===== src/rtl/core/dfasr_pkg.sv =====
// dfasr_pkg: widths, codes and shared structs of the DFA string recognizer.
// No dependencies; every other file of the block imports it.
package dfasr_pkg;

  // Field and table geometry
  localparam int STATE_W      = 6;
  localparam int SLOT_W       = 7;
  localparam int CHAR_W       = 8;
  localparam int MODE_W       = 3;
  localparam int STATUS_W     = 2;
  localparam int NSTATES_W    = 7;
  localparam int NSYM_W       = 8;
  localparam int STATE_COUNT  = 1 << STATE_W;
  localparam int SYMBOL_SLOTS = 1 << SLOT_W;
  localparam int COUNT_W      = SLOT_W + 1;
  localparam int TRANS_AW     = STATE_W + SLOT_W;
  localparam int TRANS_DEPTH  = STATE_COUNT * SYMBOL_SLOTS;

  // Configuration port
  localparam int CFG_IDX_W  = 2;
  localparam int CFG_DATA_W = 8;
  localparam logic [CFG_IDX_W-1:0] CFG_NUM_STATES  = 2'd0;
  localparam logic [CFG_IDX_W-1:0] CFG_NUM_SYMBOLS = 2'd1;
  localparam logic [CFG_IDX_W-1:0] CFG_START_STATE = 2'd2;

  // Item modes
  localparam logic [MODE_W-1:0] MODE_INSERT = 3'd0;
  localparam logic [MODE_W-1:0] MODE_TRANS  = 3'd1;
  localparam logic [MODE_W-1:0] MODE_ACCEPT = 3'd2;
  localparam logic [MODE_W-1:0] MODE_CHAR   = 3'd3;
  localparam logic [MODE_W-1:0] MODE_EMPTY  = 3'd4;

  // Result status codes
  localparam logic [STATUS_W-1:0] ST_OK   = 2'd0;
  localparam logic [STATUS_W-1:0] ST_FULL = 2'd1;
  localparam logic [STATUS_W-1:0] ST_ZERO = 2'd2;

  // Transition table entry
  typedef struct packed {
    logic               vld;
    logic [STATE_W-1:0] nxt;
  } trans_entry_t;

  // Input item as held in the first stage
  typedef struct packed {
    logic [MODE_W-1:0]  mode;
    logic [CHAR_W-1:0]  char_code;
    logic               last_char;
    logic [STATE_W-1:0] src_state;
    logic [SLOT_W-1:0]  symbol_slot;
    logic [STATE_W-1:0] dst_state;
  } a_item_t;

  // Item as handed to the second stage
  typedef struct packed {
    logic [MODE_W-1:0]   mode;
    logic                last;
    logic                ch_zero;
    logic                lookup_ok;
    logic [STATE_W-1:0]  st_eff;
    logic                rej_eff;
    logic                zs_eff;
    logic [SLOT_W-1:0]   ins_slot;
    logic [STATUS_W-1:0] ins_status;
  } b_item_t;

  // Symbol map lookup
  typedef struct packed {
    logic              hit;
    logic [SLOT_W-1:0] slot;
    logic              full;
    logic [SLOT_W-1:0] tail;
  } sym_lookup_t;

  // String tracking state
  typedef struct packed {
    logic               open;
    logic [STATE_W-1:0] cur;
    logic               rej;
    logic               zs;
  } trk_state_t;

  // String result
  typedef struct packed {
    logic                accepted;
    logic [STATUS_W-1:0] status;
  } trk_result_t;

endpackage


===== src/rtl/core/dfasr_symmap.sv =====
// dfasr_symmap: character-to-slot map, a parallel match over all slots plus
// an append port. Depends on dfasr_pkg.
module dfasr_symmap (
  input  logic                          clk,
  input  logic                          rst,
  input  logic [dfasr_pkg::CHAR_W-1:0]  ch,
  input  logic                          ins_req,
  output dfasr_pkg::sym_lookup_t        lk
);
  import dfasr_pkg::*;

  logic [CHAR_W-1:0]       chars [SYMBOL_SLOTS];
  logic [SYMBOL_SLOTS-1:0] vld;
  logic [COUNT_W-1:0]      count;
  logic                    hit;
  logic [SLOT_W-1:0]       slot;
  logic                    full;
  logic                    append;

  // Parallel compare; stored characters are unique, so at most one hits
  always_comb begin
    hit  = 1'b0;
    slot = '0;
    for (int i = 0; i < SYMBOL_SLOTS; i++) begin
      if (vld[i] && (chars[i] == ch)) begin
        hit  = 1'b1;
        slot = slot | SLOT_W'(i);
      end
    end
  end

  assign full   = (count == COUNT_W'(SYMBOL_SLOTS));
  assign append = ins_req && (ch != '0) && !hit && !full;

  assign lk.hit  = hit;
  assign lk.slot = slot;
  assign lk.full = full;
  assign lk.tail = count[SLOT_W-1:0];

  // Fill count and slot valid bits
  always_ff @(posedge clk) begin
    if (rst) begin
      count <= '0;
      vld   <= '0;
    end else if (append) begin
      vld[count[SLOT_W-1:0]] <= 1'b1;
      count                  <= count + COUNT_W'(1);
    end
  end

  // Character storage
  always_ff @(posedge clk) begin
    if (append) begin
      chars[count[SLOT_W-1:0]] <= ch;
    end
  end

endmodule


===== config.mk =====
export PLATFORM = sky130hd
export DESIGN_NAME = dfasr_symmap
export DESIGN_NICKNAME = d
export VERILOG_FILES = /design/src/rtl/core/dfasr_pkg.sv /design/src/rtl/core/dfasr_symmap.sv
export SDC_FILE = /design/constraint.sdc
export NUM_CORES = 2
export LEC_CHECK = 0
export BUFFER_PORTS_ARGS = -buffer_cell sky130_fd_sc_hd__buf_2
export CAP_MARGIN = 20
export CORE_UTILIZATION = 45
export DETAILED_ROUTE_END_ITERATION = 6
export SETUP_SLACK_MARGIN = 0.1
export SYNTH_ARGS = -nofsm -noshare
export SYNTH_HDL_FRONTEND = slang
export SYNTH_SLANG_ARGS = --single-unit

===== constraint.sdc =====
create_clock -name clk -period 3.89 [get_ports clk]
set_input_delay 0.1945 -clock clk [delete_from_list [all_inputs] [get_ports clk]]
set_output_delay 0.1945 -clock clk [all_outputs]
set_load 0.1 [all_outputs]

After elaboration in Yosys (flattened, before gate mapping)

Memory sizes are Yosys's and may differ from the RTL's.
Index checks and enable logic that the tools add are counted.
Widths: inputs -> output; s select.

Input bits: 11
Logic and storage cells: 535
Memories: 1
Output and inout port bits: 16
Bits in registers: 136
RAM bits: 1024

Reduce and logical (&&, ||, !) cells: 136
$add $sub $neg: 1
Order comparisons: 2
Equal/unequal tests: 129
Mux-type cells: 263
Bitwise logic cells: 1

Memory list:

| name  | depth | bits a word | read ports | clocked after memory_dff | wr ports | RTL line           | source |
|---|---|---|---|---|---|---|---|
| chars | 128   | 8           | 128        | 0                        | 1        | dfasr_symmap.sv:12 | `logic [CHAR_W-1:0] chars [SYMBOL_SLOTS];` |

Operators by type and width:

| cell                | number |
|---|---|
| $eq 8x8->1          | 128 |
| $mux 7              | 64 |
| $mux 128            | 2 |
| $mux 6              | 32 |
| $logic_and 1x1->1   | 132 |
| $mux 1              | 132 |
| $or 128x128->128    | 1 |
| $mux 5              | 16 |
| $mux 4              | 8 |
| $mux 8              | 2 |
| $mux 3              | 4 |
| $add 8x1->8 const B | 1 |
| $eq 8x8->1 const B  | 1 |
| $lt 7x8->1 const B  | 1 |
| $reduce_bool 8->1   | 1 |
| $demux 1 s7         | 1 |
| $ge 7x1->1 const B  | 1 |
| $mux 2              | 2 |
| $logic_not 1->1     | 2 |
| $reduce_bool 2->1   | 1 |

Logic depth before layout (Yosys ltp)

An unclocked memory read counts as a cell.

Depth after elaboration: 136
Depth in mapped cells: 17
Gate-level depth less buffers: 10

Worst setup path before layout

OpenSTA, ideal clock, no wires.

Path kind: input port to flip-flop
Start point: input port ch[2] (netlist bit)
End point: memory chars[119][0], enable pin
Slack: 174 ps
Required time: 3492 ps
Buffers on the path: 4
Setup time: 398 ps
Arrival time: 3318 ps
Cell stages on the path: 10
Cell sequence: buf_4 > buf_12 > buf_8 > xnor2_1 > a31o_2 > or4_1 > nand4b_1 > or4_1 > buf_4 > nor4_1

Longest elaborated chain between the ends: 135
Elaborated cells between the ends (all ways): 391
Those cells by class: eq/ne: 128; mux: 130; reduce/logical: 133

Ends and longest elaborated chain:

| element                            | RTL line           | source |
|---|---|---|
| start, declared                    | dfasr_symmap.sv:6  | `input logic [dfasr_pkg::CHAR_W-1:0] ch,` |
| $eq 8x8->1                         | dfasr_symmap.sv:25 | `if (vld[i] && (chars[i] == ch)) begin` |
| $logic_and 1x1->1                  | dfasr_symmap.sv:25 |  |
| $mux 1 (128 in a row)              | dfasr_symmap.sv:25 |  |
| $logic_not 1->1                    | dfasr_symmap.sv:33 | `assign append = ins_req && (ch != '0) && !hit && !full;` |
| $logic_and 1x1->1 (*) (2 in a row) | dfasr_symmap.sv:33 |  |
| $mux 1 (*)                         | dfasr_symmap.sv:53 | `if (append) begin` |
| $mux 1 (implied by the code) (*)   | dfasr_symmap.sv:54 | `chars[count[SLOT_W-1:0]] <= ch;` |
| end, declared                      | dfasr_symmap.sv:12 |  |

Mark *: on every way between the ends. The rest lies on a longest branch, timed or not.

==> impl_metrics.xml <==
<?xml version="1.0" encoding="UTF-8"?>
<metrics>
  <group name="pwr">
    <metric name="vdd_drop_max" unit="mV">0.3512</metric>
    <metric name="power.switching_fraction" unit="%">21.06</metric>
    <metric name="clockPowerShare" unit="%">42.5</metric>
    <metric name="power-per-cell-area" unit="nW/µm²">449.1</metric>
    <metric name="switchingPower" unit="mW">5.501</metric>
    <metric name="leakage" unit="nW">18.56</metric>
    <metric name="share_comb_of_total_power" unit="%">5.6</metric>
    <metric name="share_of_total_power_in_sequential_cells" unit="%">51.9</metric>
    <metric name="p_int" unit="mW">20.62</metric>
  </group>
  <group name="finish">
    <metric name="layout_common_cells" unit="">sky130_fd_sc_hd__edfxtp_1, sky130_fd_sc_hd__xnor2_1, sky130_fd_sc_hd__xor2_1</metric>
    <metric name="regArea" unit="µm²">33470</metric>
    <metric name="multiInputGateArea" unit="µm²">14590</metric>
    <metric name="layout-drive-gt1-share" unit="%">19.02</metric>
    <metric name="layout.cells.most_common" unit="">sky130_fd_sc_hd__edfxtp_1</metric>
    <metric name="post-route-util" unit="%">53.28</metric>
    <metric name="final_net_count" unit="">3714</metric>
    <metric name="syn_to_final_growth" unit="%">17.16</metric>
    <metric name="post_layout_nonfiller_instances" unit="">5279</metric>
    <metric name="fillers" unit="">9006</metric>
  </group>
  <group name="synthesis">
    <metric name="async_reset_ff_share" unit="%">0</metric>
    <metric name="avg_synthesized_cell_area" unit="µm²">14.72</metric>
    <metric name="portion_of_the_post_synthesis_area_used_by_sequential_elements" unit="%">67.43</metric>
    <metric name="synth_enable_flop_cells" unit="">1024</metric>
    <metric name="ys.warnings.count" unit="">0</metric>
    <metric name="syn-cell-area" unit="µm²">49640</metric>
    <metric name="netlist_instances" unit="">3371</metric>
    <metric name="synth_nets" unit="">3384</metric>
    <metric name="dominantRegCellSynth" unit="">sky130_fd_sc_hd__edfxtp_1</metric>
    <metric name="synth-seq-cells" unit="">1160</metric>
    <metric name="synth_cell_types" unit="">55</metric>
  </group>
  <group name="drt">
    <metric name="average_vias_per_placed_instance" unit="">5.187</metric>
    <metric name="wl" unit="µm">122900</metric>
    <metric name="routed-via-count" unit="">27380</metric>
    <metric name="antenna_violating_nets_post_route" unit="">0</metric>
    <metric name="initialDrtViolationCount" unit="">2219</metric>
    <metric name="remaining_drc_errors" unit="">0</metric>
    <metric name="drt-wirelength-per-cell" unit="µm">23.28</metric>
    <metric name="drt_first_pass_iters" unit="">5</metric>
  </group>
  <group name="clocking">
    <metric name="root_buffer" unit="">sky130_fd_sc_hd__clkbuf_16</metric>
    <metric name="worst_setup_hold_path_clk_slew" unit="ns">0.06</metric>
    <metric name="clkLatencyLatePin" unit="ns">0.71</metric>
    <metric name="cts_made_buffers" unit="">119</metric>
    <metric name="cts_tree" unit="">built</metric>
    <metric name="clock_sinks" unit="">1160</metric>
    <metric name="clock_tree.buffer_depth" unit="">3</metric>
    <metric name="clock_tree.htree_level_count" unit="">3</metric>
  </group>
  <group name="floorplanning">
    <metric name="core_area" unit="µm²">109200</metric>
    <metric name="floorplan.die.width" unit="µm">334.1</metric>
    <metric name="num_io_pins" unit="">27</metric>
    <metric name="initial_utilization" unit="%">45.47</metric>
    <metric name="rows" unit="">121</metric>
    <metric name="dieArea" unit="µm²">111600</metric>
    <metric name="die_h" unit="µm">334.1</metric>
  </group>
  <group name="global_routing">
    <metric name="global_route_wire_length_before_repair" unit="µm">180400</metric>
    <metric name="globalRouteTotalUtil" unit="%">22.09</metric>
    <metric name="grt_overflow_total" unit="">0</metric>
    <metric name="first_global_vias" unit="">26570</metric>
    <metric name="grt_antenna_before_repair" unit="">4</metric>
    <metric name="grt_start_max_net_pins" unit="">65</metric>
  </group>
  <group name="setup_path">
    <metric name="crit_fanout" unit="">25</metric>
    <metric name="cp_num_buf_inv" unit="">5</metric>
    <metric name="worstPathArrival" unit="ns">3.54</metric>
    <metric name="worst_path_dominant_cell_family" unit="">simple AND/OR/NAND/NOR gates</metric>
    <metric name="series_of_cell_instances_along_the_critical_path" unit="">buf_8 &gt; buf_4 &gt; buf_12 &gt; buf_16 &gt; xor2_1 &gt; nor4_1 &gt; nand4_1 &gt; nand2_1 &gt; or3b_2 &gt; or4b_4 &gt; nor2_2 &gt; nand4b_1 &gt; buf_8</metric>
    <metric name="crit_path_frequent_cell" unit="">sky130_fd_sc_hd__buf_8</metric>
    <metric name="cp_slowest_cell" unit="">sky130_fd_sc_hd__or4b_4</metric>
    <metric name="delay_of_the_slowest_cell_on_the_worst_path" unit="ns">0.58</metric>
    <metric name="cp_data_required_time" unit="ns">3.70</metric>
    <metric name="critical_path.startpoint_type" unit="">primary input</metric>
    <metric name="class_of_the_most_critical_setup_path" unit="">primary input to output pin</metric>
    <metric name="register_to_register_setup_slack" unit="ns">0.16</metric>
    <metric name="crit_path_end_kind" unit="">output pin</metric>
  </group>
  <group name="timing">
    <metric name="worst_max_slew_margin_expressed_relative_to_the_limit" unit="%">21.24</metric>
    <metric name="setup-tns-final" unit="ns">0</metric>
    <metric name="setup_repair_after_global_routing_missed_its_margin" unit="">yes</metric>
    <metric name="setup_ws" unit="ns">0.1528</metric>
    <metric name="fmaxAchievable" unit="MHz">267.6</metric>
    <metric name="hold-worst-slack" unit="ns">0.06508</metric>
    <metric name="fin_crit" unit="ns">3.737</metric>
    <metric name="setup-violations-final" unit="">0</metric>
    <metric name="layout_worst_path_cycle_share" unit="%">96.07</metric>
    <metric name="hold_viol_final" unit="">0</metric>
    <metric name="layout_skew" unit="ns">0.03377</metric>
    <metric name="timing.final.max_slew_violations" unit="">0</metric>
    <metric name="worstMarginPinSlew" unit="ns">1.179</metric>
  </group>
  <group name="place">
    <metric name="numPlacedInstances" unit="">5044</metric>
    <metric name="numPortBuffers" unit="">26</metric>
    <metric name="place_worst_setup_slack" unit="ns">-0.8768</metric>
    <metric name="place.gp.congestion" unit="">0.8513</metric>
    <metric name="hpwl" unit="µm">81410</metric>
  </group>
  <group name="job">
    <metric name="max_cap_viol_count" unit="">0</metric>
  </group>
  <group name="status">
    <metric name="status" unit="">finished clean</metric>
  </group>
  <group name="min_path">
    <metric name="hp-class" unit="">primary input to flop</metric>
  </group>
</metrics>
cell type report:
cell class	instances	share of cell area [%]
Antenna cell	2	0.008606
Tap cell	1476	3.176
Multi-Input combinational cell	1893	25.09
Inverter	119	0.7681
Clock buffer	181	5.904
Timing Repair Buffer	408	6.807
Sequential cell	1160	57.56
Clock inverter	40	0.6928
power groups by stage:
stage | Clock (mW) | Combinational [mW] | Sequential (mW)
2_1_floorplan | 0 | 0.875 | 13.8
3_3_place_gp | 0 | 1.43 | 13.8
3_5_place_dp | 0 | 1.44 | 13.8
4_1_cts | 11.3 | 1.46 | 13.6
5_1_grt | 11.8 | 1.57 | 13.6
6_report | 11.1 | 1.46 | 13.6
sequential cells by signal, summed over array words and instances (netlist names):
| name | count |
|---|---|
| chars | 1024 |
| count | 8 |
| vld | 128 |
worst register-to-register path, stage by stage (launching register included):
cell and delay, ns:
sky130_fd_sc_hd__edfxtp_1 0.38, sky130_fd_sc_hd__xor2_1 0.16, sky130_fd_sc_hd__nor3_1 0.08, sky130_fd_sc_hd__nand4_1 0.19
sky130_fd_sc_hd__o41ai_1 0.18, sky130_fd_sc_hd__or4_1 0.59, sky130_fd_sc_hd__nand4b_1 0.30, sky130_fd_sc_hd__nor4_2 0.27
sky130_fd_sc_hd__buf_4 0.22, sky130_fd_sc_hd__nand4b_1 0.17, sky130_fd_sc_hd__buf_12 0.22, sky130_fd_sc_hd__nor2_1 0.60
synth_stat cells (all sizes together), types with 6 or more instances:
| cell | count | area, µm² |
|---|---|---|
| nor2b | 8 | 50.05 |
| dfxtp | 136 | 2723 |
| nor4 | 139 | 1040 |
| inv | 119 | 446.7 |
| xor2 | 334 | 2925 |
| nor3 | 64 | 320.3 |
| clkbuf | 62 | 232.7 |
| nand4 | 138 | 863.3 |
| o21ba | 16 | 160.2 |
| nor2 | 143 | 536.8 |
| nand3 | 98 | 490.5 |
| nand2 | 41 | 153.9 |
| xnor2 | 690 | 6043 |
| edfxtp | 1024 | 30750 |
| a21oi | 6 | 30.03 |
| o22ai | 112 | 700.7 |
| o41ai | 6 | 52.55 |
| or2 | 16 | 100.1 |
| nand4b | 6 | 52.55 |
| buf | 137 | 1363 |
| or4 | 9 | 67.56 |
| a31oi | 12 | 75.07 |
cell families after synthesis:
family                   after synthesis  share of synthesized area, %
flip-flops                          1160                         67.43
XOR/XNOR                            1024                         18.07
AND/OR/NAND/NOR                      692                         7.880
buffers and inverters                318                         4.114
AO/OA/AOI/OAI                        173                         2.407
multiplexers                           2                       0.04537
adder cells (fa/ha/maj)                2                       0.05041
final timing paths:
| path | start | endpoint | cells after the start |
|---|---|---|---|
| max | ch[1] | lk[13] | 13 |
| min | ch[7] | chars[37][7] | 2 |
| max reg2reg | chars[23][7] | chars[34][5] | 11 |
| min reg2reg | vld[127] | vld[127] | 1 |
layer usage:
layer	up-vias	GRT usage [%]	share of wire [%]
met5	-	0	0.014
met4	2	7.964	3.2
met3	184	5.172	6.8
met2	733	33.53	45
met1	13630	30.97	45
li1	12830	-	-
what timing repair did:
action                                  4_1_cts  5_1_grt
endpoints found under the setup margin      350      622
endpoints found under the hold margin         7        0
gates cloned                                  0        1
pin swaps                                     7        8
hold buffers                                  4        0
gates resized for setup                      76       53
buffers inserted                              2        5
through the flow:
step           total power, mW  instance area [µm²]
6_report                 26.12                58150
5_1_grt                  26.97                58150
4_1_cts                  26.34                57870
3_5_place_dp             15.26                53700
3_3_place_gp             15.25                53660
2_1_floorplan            14.70                49640
Power figures use the tool's default switching activity.
